## config.mk

```make
export PLATFORM = sky130hd
export DESIGN_NAME = voxel_face_mesher_with_ao
export DESIGN_NICKNAME = d
export VERILOG_FILES = /design/src/hdl/vfm_pkg.sv /design/src/hdl/voxel_face_mesher_with_ao.sv /design/src/hdl/vfm_front.sv /design/src/hdl/vfm_queue.sv /design/src/hdl/vfm_back.sv
export VERILOG_INCLUDE_DIRS = /design/src /design/src/hdl
export SDC_FILE = /design/constraint.sdc
export NUM_CORES = 1
export LEC_CHECK = 0
export BUFFER_PORTS_ARGS = -buffer_cell sky130_fd_sc_hd__buf_2
export CORE_MARGIN = 3
export CORE_UTILIZATION = 32
export DETAILED_ROUTE_END_ITERATION = 6
export SETUP_SLACK_MARGIN = 0.02
export SLEW_MARGIN = 10
export SYNTH_ARGS = -nofsm -noshare
export SYNTH_HDL_FRONTEND = slang
export SYNTH_SLANG_ARGS = --single-unit
export TNS_END_PERCENT = 50
```

## constraint.sdc

```tcl
create_clock -name i_clk -period 6.9 [get_ports i_clk]
set_input_delay 0.69 -clock i_clk [delete_from_list [all_inputs] [get_ports i_clk]]
set_output_delay 0.69 -clock i_clk [all_outputs]
set_load 0.01 [all_outputs]
```

## src/hdl/voxel_face_mesher_with_ao_macros.svh

```systemverilog
// ----------------------------------------------------------------------------
// Voxel face mesher assertion macros
// Shared concurrent assertion forms, clocked on i_clk and disabled in reset.
// ----------------------------------------------------------------------------
`ifndef VOXEL_FACE_MESHER_WITH_AO_MACROS_SVH
`define VOXEL_FACE_MESHER_WITH_AO_MACROS_SVH

// The consequent must hold in the same cycle as the antecedent.
`define VFM_CHECK(name, pre, post) \
    name: assert property (@(posedge i_clk) disable iff (!i_rst_n) (pre) |-> (post)) \
        else $error("vfm check failed");

// The consequent must hold in the cycle after the antecedent.
`define VFM_CHECK_NEXT(name, pre, post) \
    name: assert property (@(posedge i_clk) disable iff (!i_rst_n) (pre) |=> (post)) \
        else $error("vfm check failed");

`endif

```

## src/hdl/vfm_pkg.sv

```systemverilog
// ----------------------------------------------------------------------------
// Voxel face mesher package
// Widths, register indexes, face codes, geometry tables and the queue entry.
// ----------------------------------------------------------------------------
`default_nettype none

package vfm_pkg;

    localparam int CHUNK_SIDE  = 16;
    localparam int LAYER_COUNT = 64;

    localparam int X_W    = 4;
    localparam int Y_W    = 6;
    localparam int Z_W    = 4;
    localparam int ID_W   = 8;
    localparam int MASK_W = 27;
    localparam int WORD_W = 31;
    localparam int CX_W   = 12;
    localparam int CZ_W   = 12;
    localparam int WC_W   = 13;
    localparam int WX_W   = 18;

    localparam int CFG_IDX_W  = 2;
    localparam int CFG_DATA_W = 13;

    localparam logic [CFG_IDX_W-1:0] REG_CHUNK_X      = 2'd0;
    localparam logic [CFG_IDX_W-1:0] REG_CHUNK_Z      = 2'd1;
    localparam logic [CFG_IDX_W-1:0] REG_WORLD_CHUNKS = 2'd2;

    localparam logic [WC_W-1:0] WORLD_CHUNKS_RESET = 13'd16;

    localparam int NUM_FACES    = 6;
    localparam int VTX_PER_FACE = 6;
    localparam int FACE_W       = 3;
    localparam int VTX_W        = 3;
    localparam int AO_W         = 2;

    localparam logic [VTX_W-1:0] VTX_LAST = VTX_W'(VTX_PER_FACE - 1);

    localparam logic [FACE_W-1:0] FACE_TOP    = 3'd0;
    localparam logic [FACE_W-1:0] FACE_BOTTOM = 3'd1;
    localparam logic [FACE_W-1:0] FACE_RIGHT  = 3'd2;
    localparam logic [FACE_W-1:0] FACE_LEFT   = 3'd3;
    localparam logic [FACE_W-1:0] FACE_FRONT  = 3'd4;
    localparam logic [FACE_W-1:0] FACE_BACK   = 3'd5;

    localparam int QUEUE_DEPTH = 4;
    localparam int QPTR_W      = $clog2(QUEUE_DEPTH);
    localparam int QCNT_W      = $clog2(QUEUE_DEPTH + 1);

    localparam int FACE_OFF [NUM_FACES][3] = '{
        '{0, 1, 0}, '{0, -1, 0}, '{1, 0, 0}, '{-1, 0, 0}, '{0, 0, 1}, '{0, 0, -1}
    };

    localparam int FACE_PLANE [NUM_FACES] = '{0, 0, 1, 1, 2, 2};

    localparam int PLANE_RING [3][8][3] = '{
        '{'{0,0,-1}, '{1,0,-1}, '{1,0,0}, '{1,0,1},
          '{0,0,1}, '{-1,0,1}, '{-1,0,0}, '{-1,0,-1}},
        '{'{0,1,0}, '{0,1,-1}, '{0,0,-1}, '{0,-1,-1},
          '{0,-1,0}, '{0,-1,1}, '{0,0,1}, '{0,1,1}},
        '{'{0,1,0}, '{1,1,0}, '{1,0,0}, '{1,-1,0},
          '{0,-1,0}, '{-1,-1,0}, '{-1,0,0}, '{-1,1,0}}
    };

    typedef struct packed {
        logic            cx;
        logic            cy;
        logic            cz;
        logic [AO_W-1:0] aoi;
    } t_corner;

    localparam t_corner CORNER_TAB [NUM_FACES][4] = '{
        '{'{1'b1, 1'b1, 1'b0, 2'd0}, '{1'b1, 1'b1, 1'b1, 2'd1},
          '{1'b0, 1'b1, 1'b1, 2'd2}, '{1'b0, 1'b1, 1'b0, 2'd3}},
        '{'{1'b1, 1'b0, 1'b1, 2'd3}, '{1'b1, 1'b0, 1'b0, 2'd2},
          '{1'b0, 1'b0, 1'b0, 2'd1}, '{1'b0, 1'b0, 1'b1, 2'd0}},
        '{'{1'b1, 1'b1, 1'b0, 2'd0}, '{1'b1, 1'b0, 1'b0, 2'd1},
          '{1'b1, 1'b0, 1'b1, 2'd2}, '{1'b1, 1'b1, 1'b1, 2'd3}},
        '{'{1'b0, 1'b1, 1'b1, 2'd3}, '{1'b0, 1'b0, 1'b1, 2'd2},
          '{1'b0, 1'b0, 1'b0, 2'd1}, '{1'b0, 1'b1, 1'b0, 2'd0}},
        '{'{1'b1, 1'b1, 1'b1, 2'd0}, '{1'b1, 1'b0, 1'b1, 2'd1},
          '{1'b0, 1'b0, 1'b1, 2'd2}, '{1'b0, 1'b1, 1'b1, 2'd3}},
        '{'{1'b0, 1'b1, 1'b0, 2'd3}, '{1'b0, 1'b0, 1'b0, 2'd2},
          '{1'b1, 1'b0, 1'b0, 2'd1}, '{1'b1, 1'b1, 1'b0, 2'd0}}
    };

    localparam logic [1:0] ORDER_PLAIN [VTX_PER_FACE] = '{2'd0, 2'd1, 2'd2, 2'd0, 2'd2, 2'd3};
    localparam logic [1:0] ORDER_FLIP  [VTX_PER_FACE] = '{2'd1, 2'd2, 2'd3, 2'd1, 2'd3, 2'd0};

    typedef struct packed {
        logic [X_W-1:0]                        x;
        logic [Y_W-1:0]                        y;
        logic [Z_W-1:0]                        z;
        logic [ID_W-1:0]                       id;
        logic [NUM_FACES-1:0]                  open;
        logic [NUM_FACES-1:0][3:0][AO_W-1:0]   ao;
        logic [NUM_FACES-1:0]                  flip;
    } t_job;

    function automatic logic cell_void(input logic [MASK_W-1:0] mask,
                                       input logic [Y_W-1:0] y,
                                       input int dx, input int dy, input int dz);
        int ly;
        int idx;
        ly  = int'(y) + dy;
        idx = (dy + 1) * 9 + (dz + 1) * 3 + (dx + 1);
        if (ly < 0 || ly >= LAYER_COUNT) begin
            return 1'b1;
        end
        return !mask[idx[4:0]];
    endfunction

endpackage

`default_nettype wire

```

## src/hdl/voxel_face_mesher_with_ao.sv

```systemverilog
// ----------------------------------------------------------------------------
// Voxel face mesher with ambient occlusion
// Culled voxel face meshing with per-corner occlusion, top level.
// ----------------------------------------------------------------------------
// The front end takes one voxel per cycle while its four-entry job queue has
// room, and voxels with id zero or no exposed face are dropped there at no
// further cost. The back end emits one vertex word per cycle while its output
// is popped or empty, six words for each exposed face of a voxel; the vertex
// output port sets the sustained rate. The first word of a voxel is written
// into the job queue and then into the registered output word.
`default_nettype none

module voxel_face_mesher_with_ao
    import vfm_pkg::*;
(
    input  wire logic                  i_clk,
    input  wire logic                  i_rst_n,
    input  wire logic                  i_cfg_we,
    input  wire logic [CFG_IDX_W-1:0]  i_cfg_idx,
    input  wire logic [CFG_DATA_W-1:0] i_cfg_data,
    input  wire logic                  push,
    output logic                       full,
    input  wire logic [X_W-1:0]        i_x_pos,
    input  wire logic [Y_W-1:0]        i_y_pos,
    input  wire logic [Z_W-1:0]        i_z_pos,
    input  wire logic [ID_W-1:0]       i_voxel_id,
    input  wire logic [MASK_W-1:0]     i_neighbor_mask,
    output logic                       empty,
    input  wire logic                  pop,
    output logic [WORD_W-1:0]          o_vertex_word,
    output logic                       o_last
);

    t_job w_job;
    t_job w_head_job;
    logic w_wr;
    logic w_rd;
    logic w_head_valid;

    vfm_front u_front (
        .i_clk           (i_clk),
        .i_rst_n         (i_rst_n),
        .i_cfg_we        (i_cfg_we),
        .i_cfg_idx       (i_cfg_idx),
        .i_cfg_data      (i_cfg_data),
        .i_accept        (push && !full),
        .i_x_pos         (i_x_pos),
        .i_y_pos         (i_y_pos),
        .i_z_pos         (i_z_pos),
        .i_voxel_id      (i_voxel_id),
        .i_neighbor_mask (i_neighbor_mask),
        .o_job           (w_job),
        .o_wr            (w_wr)
    );

    vfm_queue u_queue (
        .i_clk        (i_clk),
        .i_rst_n      (i_rst_n),
        .i_wr         (w_wr),
        .i_wr_job     (w_job),
        .o_full       (full),
        .i_rd         (w_rd),
        .o_head_valid (w_head_valid),
        .o_head_job   (w_head_job)
    );

    vfm_back u_back (
        .i_clk         (i_clk),
        .i_rst_n       (i_rst_n),
        .i_head_valid  (w_head_valid),
        .i_head_job    (w_head_job),
        .o_rd          (w_rd),
        .o_empty       (empty),
        .i_pop         (pop),
        .o_vertex_word (o_vertex_word),
        .o_last        (o_last)
    );

endmodule

`default_nettype wire

```

## src/hdl/vfm_front.sv

```systemverilog
// ----------------------------------------------------------------------------
// Voxel face mesher front end
// Holds the chunk registers, finds exposed faces and their corner occlusion.
// ----------------------------------------------------------------------------
`default_nettype none

module vfm_front
    import vfm_pkg::*;
(
    input  wire logic                  i_clk,
    input  wire logic                  i_rst_n,
    input  wire logic                  i_cfg_we,
    input  wire logic [CFG_IDX_W-1:0]  i_cfg_idx,
    input  wire logic [CFG_DATA_W-1:0] i_cfg_data,
    input  wire logic                  i_accept,
    input  wire logic [X_W-1:0]        i_x_pos,
    input  wire logic [Y_W-1:0]        i_y_pos,
    input  wire logic [Z_W-1:0]        i_z_pos,
    input  wire logic [ID_W-1:0]       i_voxel_id,
    input  wire logic [MASK_W-1:0]     i_neighbor_mask,
    output t_job                       o_job,
    output logic                       o_wr
);

    logic [CX_W-1:0] r_chunk_x;
    logic [CZ_W-1:0] r_chunk_z;
    logic [WC_W-1:0] r_world_chunks;

    always_ff @(posedge i_clk) begin
        if (!i_rst_n) begin
            r_chunk_x      <= '0;
            r_chunk_z      <= '0;
            r_world_chunks <= WORLD_CHUNKS_RESET;
        end else if (i_cfg_we) begin
            unique case (i_cfg_idx)
                REG_CHUNK_X:      r_chunk_x      <= i_cfg_data[CX_W-1:0];
                REG_CHUNK_Z:      r_chunk_z      <= i_cfg_data[CZ_W-1:0];
                REG_WORLD_CHUNKS: r_world_chunks <= i_cfg_data[WC_W-1:0];
                default: begin
                end
            endcase
        end
    end

    // World coordinate plus one is compared with the scaled width, which
    // avoids a negative border when the width is zero.
    logic [WX_W-1:0] w_wx_p1;
    logic [WX_W-1:0] w_wz_p1;
    logic [WX_W-1:0] w_far;
    logic            w_x_far;
    logic            w_x_zero;
    logic            w_z_far;
    logic            w_z_zero;
    logic [NUM_FACES-1:0] w_void;

    assign w_wx_p1  = WX_W'(r_chunk_x) * WX_W'(CHUNK_SIDE) + WX_W'(i_x_pos) + WX_W'(1);
    assign w_wz_p1  = WX_W'(r_chunk_z) * WX_W'(CHUNK_SIDE) + WX_W'(i_z_pos) + WX_W'(1);
    assign w_far    = WX_W'(r_world_chunks) * WX_W'(CHUNK_SIDE);
    assign w_x_far  = (w_wx_p1 == w_far);
    assign w_z_far  = (w_wz_p1 == w_far);
    assign w_x_zero = (i_x_pos == '0) && (r_chunk_x == '0);
    assign w_z_zero = (i_z_pos == '0) && (r_chunk_z == '0);

    for (genvar f = 0; f < NUM_FACES; f++) begin : g_face
        logic [7:0]      w_ring;
        logic [AO_W-1:0] w_ao0;
        logic [AO_W-1:0] w_ao1;
        logic [AO_W-1:0] w_ao2;
        logic [AO_W-1:0] w_ao3;

        assign w_void[f] = cell_void(i_neighbor_mask, i_y_pos,
                                     FACE_OFF[f][0], FACE_OFF[f][1], FACE_OFF[f][2]);

        for (genvar k = 0; k < 8; k++) begin : g_ring
            assign w_ring[k] = cell_void(i_neighbor_mask, i_y_pos,
                FACE_OFF[f][0] + PLANE_RING[FACE_PLANE[f]][k][0],
                FACE_OFF[f][1] + PLANE_RING[FACE_PLANE[f]][k][1],
                FACE_OFF[f][2] + PLANE_RING[FACE_PLANE[f]][k][2]);
        end

        assign w_ao0 = AO_W'(w_ring[0]) + AO_W'(w_ring[1]) + AO_W'(w_ring[2]);
        assign w_ao1 = AO_W'(w_ring[2]) + AO_W'(w_ring[3]) + AO_W'(w_ring[4]);
        assign w_ao2 = AO_W'(w_ring[4]) + AO_W'(w_ring[5]) + AO_W'(w_ring[6]);
        assign w_ao3 = AO_W'(w_ring[6]) + AO_W'(w_ring[7]) + AO_W'(w_ring[0]);

        assign o_job.ao[f][0] = w_ao0;
        assign o_job.ao[f][1] = w_ao1;
        assign o_job.ao[f][2] = w_ao2;
        assign o_job.ao[f][3] = w_ao3;
        assign o_job.flip[f]  = (3'(w_ao3) + 3'(w_ao1)) > (3'(w_ao0) + 3'(w_ao2));
    end

    assign o_job.open[FACE_TOP]    = w_void[FACE_TOP] ||
                                     (i_y_pos == Y_W'(LAYER_COUNT - 1));
    assign o_job.open[FACE_BOTTOM] = w_void[FACE_BOTTOM] && (i_y_pos != '0);
    assign o_job.open[FACE_RIGHT]  = w_void[FACE_RIGHT] && !w_x_far;
    assign o_job.open[FACE_LEFT]   = w_void[FACE_LEFT] && !w_x_zero;
    assign o_job.open[FACE_FRONT]  = w_void[FACE_FRONT] && !w_z_far;
    assign o_job.open[FACE_BACK]   = w_void[FACE_BACK] && !w_z_zero;

    assign o_job.x  = i_x_pos;
    assign o_job.y  = i_y_pos;
    assign o_job.z  = i_z_pos;
    assign o_job.id = i_voxel_id;

    assign o_wr = i_accept && (i_voxel_id != '0) && (o_job.open != '0);

endmodule

`default_nettype wire

```

## src/hdl/vfm_queue.sv

```systemverilog
// ----------------------------------------------------------------------------
// Voxel face mesher job queue
// Small first-in first-out buffer of face jobs between front and back end.
// ----------------------------------------------------------------------------
`default_nettype none

module vfm_queue
    import vfm_pkg::*;
(
    input  wire logic i_clk,
    input  wire logic i_rst_n,
    input  wire logic i_wr,
    input  wire t_job i_wr_job,
    output logic      o_full,
    input  wire logic i_rd,
    output logic      o_head_valid,
    output t_job      o_head_job
);

    t_job              r_mem [QUEUE_DEPTH];
    logic [QPTR_W-1:0] r_wr_ptr;
    logic [QPTR_W-1:0] r_rd_ptr;
    logic [QCNT_W-1:0] r_count;

    always_ff @(posedge i_clk) begin
        if (i_wr) begin
            r_mem[r_wr_ptr] <= i_wr_job;
        end
    end

    always_ff @(posedge i_clk) begin
        if (!i_rst_n) begin
            r_wr_ptr <= '0;
            r_rd_ptr <= '0;
            r_count  <= '0;
        end else begin
            if (i_wr) begin
                r_wr_ptr <= (r_wr_ptr == QPTR_W'(QUEUE_DEPTH - 1)) ? '0 : r_wr_ptr + 1'b1;
            end
            if (i_rd) begin
                r_rd_ptr <= (r_rd_ptr == QPTR_W'(QUEUE_DEPTH - 1)) ? '0 : r_rd_ptr + 1'b1;
            end
            if (i_wr && !i_rd) begin
                r_count <= r_count + 1'b1;
            end else if (!i_wr && i_rd) begin
                r_count <= r_count - 1'b1;
            end
        end
    end

    assign o_full       = (r_count == QCNT_W'(QUEUE_DEPTH));
    assign o_head_valid = (r_count != '0);
    assign o_head_job   = r_mem[r_rd_ptr];

endmodule

`default_nettype wire

```

## src/hdl/vfm_back.sv

```systemverilog
// ----------------------------------------------------------------------------
// Voxel face mesher back end
// Walks the exposed faces of the head job and emits six vertex words each.
// ----------------------------------------------------------------------------
`default_nettype none

`include "voxel_face_mesher_with_ao_macros.svh"

module vfm_back
    import vfm_pkg::*;
(
    input  wire logic              i_clk,
    input  wire logic              i_rst_n,
    input  wire logic              i_head_valid,
    input  wire t_job              i_head_job,
    output logic                   o_rd,
    output logic                   o_empty,
    input  wire logic              i_pop,
    output logic [WORD_W-1:0]      o_vertex_word,
    output logic                   o_last
);

    logic [NUM_FACES-1:0] r_done;
    logic [VTX_W-1:0]     r_vtx;
    logic                 r_out_valid;
    logic [WORD_W-1:0]    r_out_word;
    logic                 r_out_last;

    logic [NUM_FACES-1:0] w_remain;
    logic [NUM_FACES-1:0] w_sel_oh;
    logic [FACE_W-1:0]    w_face;
    logic                 w_found;
    logic                 w_face_last;
    logic                 w_step;
    logic                 w_flip;
    logic [1:0]           w_corner_idx;
    t_corner              w_corner;
    logic [AO_W-1:0]      w_ao;
    logic [WORD_W-1:0]    n_out_word;
    logic                 n_out_last;

    assign w_remain = i_head_job.open & ~r_done;

    always_comb begin
        w_sel_oh = '0;
        w_face   = '0;
        w_found  = 1'b0;
        for (int i = 0; i < NUM_FACES; i++) begin
            if (!w_found && w_remain[i]) begin
                w_found     = 1'b1;
                w_sel_oh[i] = 1'b1;
                w_face      = FACE_W'(i);
            end
        end
    end

    assign w_face_last  = ((w_remain & ~w_sel_oh) == '0);
    assign w_step       = i_head_valid && (!r_out_valid || i_pop);
    assign w_flip       = i_head_job.flip[w_face];
    assign w_corner_idx = w_flip ? ORDER_FLIP[r_vtx] : ORDER_PLAIN[r_vtx];
    assign w_corner     = CORNER_TAB[w_face][w_corner_idx];
    assign w_ao         = i_head_job.ao[w_face][w_corner.aoi];

    assign n_out_word = {5'(i_head_job.x) + 5'(w_corner.cx),
                         7'(i_head_job.y) + 7'(w_corner.cy),
                         5'(i_head_job.z) + 5'(w_corner.cz),
                         i_head_job.id, w_face, w_ao, w_flip};
    assign n_out_last = (r_vtx == VTX_LAST) && w_face_last;

    assign o_rd = w_step && n_out_last;

    always_ff @(posedge i_clk) begin
        if (!i_rst_n) begin
            r_done      <= '0;
            r_vtx       <= '0;
            r_out_valid <= 1'b0;
        end else begin
            if (w_step) begin
                r_out_valid <= 1'b1;
                if (r_vtx == VTX_LAST) begin
                    r_vtx  <= '0;
                    r_done <= w_face_last ? '0 : (r_done | w_sel_oh);
                end else begin
                    r_vtx <= r_vtx + 1'b1;
                end
            end else if (i_pop) begin
                r_out_valid <= 1'b0;
            end
        end
    end

    always_ff @(posedge i_clk) begin
        if (w_step) begin
            r_out_word <= n_out_word;
            r_out_last <= n_out_last;
        end
    end

    assign o_empty       = !r_out_valid;
    assign o_vertex_word = r_out_word;
    assign o_last        = r_out_last;

    `VFM_CHECK(a_vtx_range, 1'b1, r_vtx <= VTX_LAST)
    `VFM_CHECK(a_rd_at_end, o_rd, (r_vtx == VTX_LAST) && w_face_last && w_found)
    `VFM_CHECK_NEXT(a_last_after_rd, o_rd, r_out_valid && r_out_last)
    `VFM_CHECK(a_done_subset, i_head_valid, (r_done & ~i_head_job.open) == '0)

endmodule

`default_nettype wire
```

==> results.txt <==
----------------------------------------------------
[Layout]
  Final Instance Area ... 0.02157 mm²
  Synth-to-layout area growth ... 14.70%
  Nets ... 1494
  Proportion of layout cells with a drive suffix above 1 ... 0.2114
  Non-filler cells, final ... 2138

[Global routing]
  Vias in the first global route ... 10.80k
  Pin count of the biggest net entering global routing ... 57
  Residual overflow from global routing ... 0
  Antenna violations before repair ... 1
  Wire length of the first global-routing pass ... 63730 µm
  Combined global-route utilization of all metal layers ... 0.1360

[Power and ir drop]
  Leakage power summed over all cells ... 7.557 nW
  Ratio of total power to cell area ... 306.3 mW/mm²
  Maximum VDD drop ... 0.0001422 V

[Timing]
  Final worst setup slack ... 2.269 ns
  Fraction of the cycle the final worst path needs ... 0.6711
  Max Clk Rate ... 215.9 MHz
  Setup-violating endpoint count in the final report ... 0
  Rel. slew slack ... 0.3753
  Final worst path period need ... 4.631 ns
  Count of final hold-check violations ... 0
  Slew Limit Fails ... 0
  Slew @ Worst Pin ... 0.9370 ns
  RSZ-0062 raised after global routing ... false
  Setup TNS ... 0 ns
  Final worst clock skew ... 0.01358 ns

[Route]
  Antenna-violating nets left ... 0
  WL per Instance ... 19.54 µm
  First-pass detailed-route iteration total ... 5
  DRC violations left ... 0
  DRC marker count from the first detailed-route iteration ... 632
  Aggregate routed wire length ... 41770 µm
  Via count ... 10.56k
  Post-detailed-route via-to-cell ratio ... 4.938

[Critical path]
  Maximum fanout along the worst path ... 35
  Largest stage delay, worst path ... 0.82 ns
  Crit-path slowest cell ... sky130_fd_sc_hd__dfxtp_4
  Worst path top cell family by delay ... multiplexers
  Number of cells on the critical path ... 13
  Required time at the endpoint of the critical path ... 7.20 ns
  Type of the setup path with the least slack ... reg2reg
  Depth of the worst register-to-register path ... 13
  Number of buffer and inverter instances along the worst setup path ... 0
  Cells along the critical path ... mux4_2 > nor2b_4 > o211a_4 > nor2_4 > a211oi_2 > o21ai_0 > nand2_1 > xnor2_1 > mux2i_1 > ha_1 > ha_1 > nand3_1 > xnor2_1
  Setup crit start kind ... register
  Worst EP arrival ... 4.93 ns
  CP Capture Type ... register

[Floorplanning]
  Die W ... 248.4 µm
  Die Area ... 0.06170 mm²
  Top-level I/O count ... 103
  Number of placement rows ... 88
  Height of the chip ... 248.4 µm
  Initial core utilization ... 0.3246
  Standard cell core area ... 0.05792 mm²

[Synth]
  Area fraction in and, or, nand and nor cells after synthesis ... 0.07054
  Share of synthesized area spent on multiplexers ... 0.1166
  Area share of xor/xnor cells in the synthesized design ... 0.01304
  Leading cell type by number of instances after synthesis ... sky130_fd_sc_hd__edfxtp_1
  Async set-or-reset flop fraction in the synthesized netlist ... 0
  Primary FF master, synth ... sky130_fd_sc_hd__edfxtp_1
  Count of flip-flops with a built-in enable after synthesis ... 360
  Largest cells by area after synthesis ... sky130_fd_sc_hd__edfxtp_1 (57%), sky130_fd_sc_hd__mux4_2 (9.7%), sky130_fd_sc_hd__dfxtp_1 (6.0%)
  Mean Syn Cell Area ... 15.39 µm²
  Synthesis-stage register bit count ... 416
  Nets in the synthesized netlist ... 1377
  Total of warnings raised by yosys ... 0
  Synth Area in Compound Gates ... 0.05963
  Share of synthesized area occupied by flip-flops and latches ... 0.6346
  Yosys top cell by area ... sky130_fd_sc_hd__edfxtp_1
  Most used standard cells in the synthesized netlist ... sky130_fd_sc_hd__edfxtp_1 (360), sky130_fd_sc_hd__inv_1 (107), sky130_fd_sc_hd__mux4_2 (81)
  Dominant combinational cell family by area after synthesis ... multiplexers
  Syn Inst Count ... 1222
  Area share of fa/ha/maj cells after synthesis ... 0.07307
  Distinct cells, synth ... 83
  Share of Yosys cell area claimed by the top area cell type ... 0.5750
  Cell area after synthesis ... 0.01880 mm²

[CTS]
  Count of hold buffers inserted by post-cts repair ... 0
  Number of buffers on the longest clock path ... 3
  H-tree depth ... 2
  Number of buffers inserted to repair setup after CTS ... 0
  Later-pin clock latency in the skew report ... 0.56 ns
  TritonCTS clock tree ... done
  Library cell used as clock root buffer ... sky130_fd_sc_hd__clkbuf_16
  Clock buffers created by TritonCTS ... 43
  Post-CTS Resized ... 0
  Worst-path clk slew ... 0.06 ns
  Clock tree sinks ... 416

[Placed design]
  Worst slack, placed ... 1.819 ns
  Estimated wirelength of the detail-placed design ... 28180 µm
  Count of buffers from port buffering ... 101
  RePlAce Congestion ... 0.8411
  Cell count after placement ... 2059
  Placed Instance Area ... 0.02021 mm²

[Min path]
  Min-delay worst type ... in2reg
  Worst hold path depth ... 1

[Flow run]
  Count of max-cap constraint violations ... 0

[Run status]
  Status ... finished clean

----------------------------------------------------
flip-flops by register name, summed over array words and instances (netlist names), 2 cells and up, named ones only:
| signal | count |
|---|---|
| u_back.r_vtx | 3 |
| u_queue.r_mem | 328 |
| u_queue.r_wr_ptr | 2 |
| u_front.r_world_chunks | 13 |
| u_back.o_vertex_word | 31 |
| u_front.r_chunk_x | 12 |
| u_queue.r_count | 3 |
| u_queue.r_rd_ptr | 2 |
| u_back.r_done | 6 |
| u_front.r_chunk_z | 12 |
worst paths after layout:
check,from,endpoint,slack (ns)
setup / recovery,register,u_back.o_vertex_word[23],2.27
hold / removal,i_voxel_id[1],u_queue.r_mem[3][61],0.38
setup reg to reg,register,u_back.o_vertex_word[23],2.27
hold reg to reg,u_back.r_done[0],u_back.r_done[0],0.48
power by group:
part / leakage, nW / switching, mW / internal [mW] / total (mW)
Clock: 0.652 / 0.937 / 1.27 / 2.21
Sequential: 3.77 / 0.0765 / 3.10 / 3.18
Combinational: 3.13 / 0.768 / 0.452 / 1.22
layout make-up:
class                           count  area (µm²)
Multi-Input combinational cell    655        6305
Tap cell                          765       957.2
Clock buffer                       55        1205
Inverter                          109       409.1
Fill cell                        5490       36350
Sequential cell                   416       11940
Timing Repair Buffer              114       603.1
Clock inverter                     23       145.1
Antenna cell                        1       2.502
stage by stage:
stage	util	hold WS [ns]	power [mW]
final	0.3724	0.3779	6.606
after global routing	0.3724	0.3517	6.942
after CTS	0.3723	0.3368	6.698
after detailed placement	0.3490	0.4734	4.471
after global placement	0.3490	0.4509	4.422
after floorplan	-	0.4280	4.033
cell usage in the layout (no fill, tap or decap), drive strengths merged, types with 37 or more instances in the layout:
master / count
buf: 114
nor2: 63
nand2: 78
edfxtp: 360
ha: 49
inv: 110
a21oi: 65
fa: 37
dfxtp: 56
mux4: 82
clkbuf: 55
per-layer routing:
layer	track usage	routed length [µm]	vias to the layer above
met5	0	0	-
met4	0.05137	1467	0
met3	0.02497	1635	83
met2	0.2306	21040	202
met1	0.1738	17630	5384
li1	-	-	4889
kinds of logic after synthesis:
| group | count (synthesis) |
|---|---|
| AO/OA/AOI/OAI | 163 |
| AND/OR/NAND/NOR | 260 |
| flip-flops | 416 |
| multiplexers | 116 |
| buffers and inverters | 151 |
| adder cells (fa/ha/maj) | 88 |
| XOR/XNOR | 28 |
No activity file was read; power rests on OpenSTA's default activity.
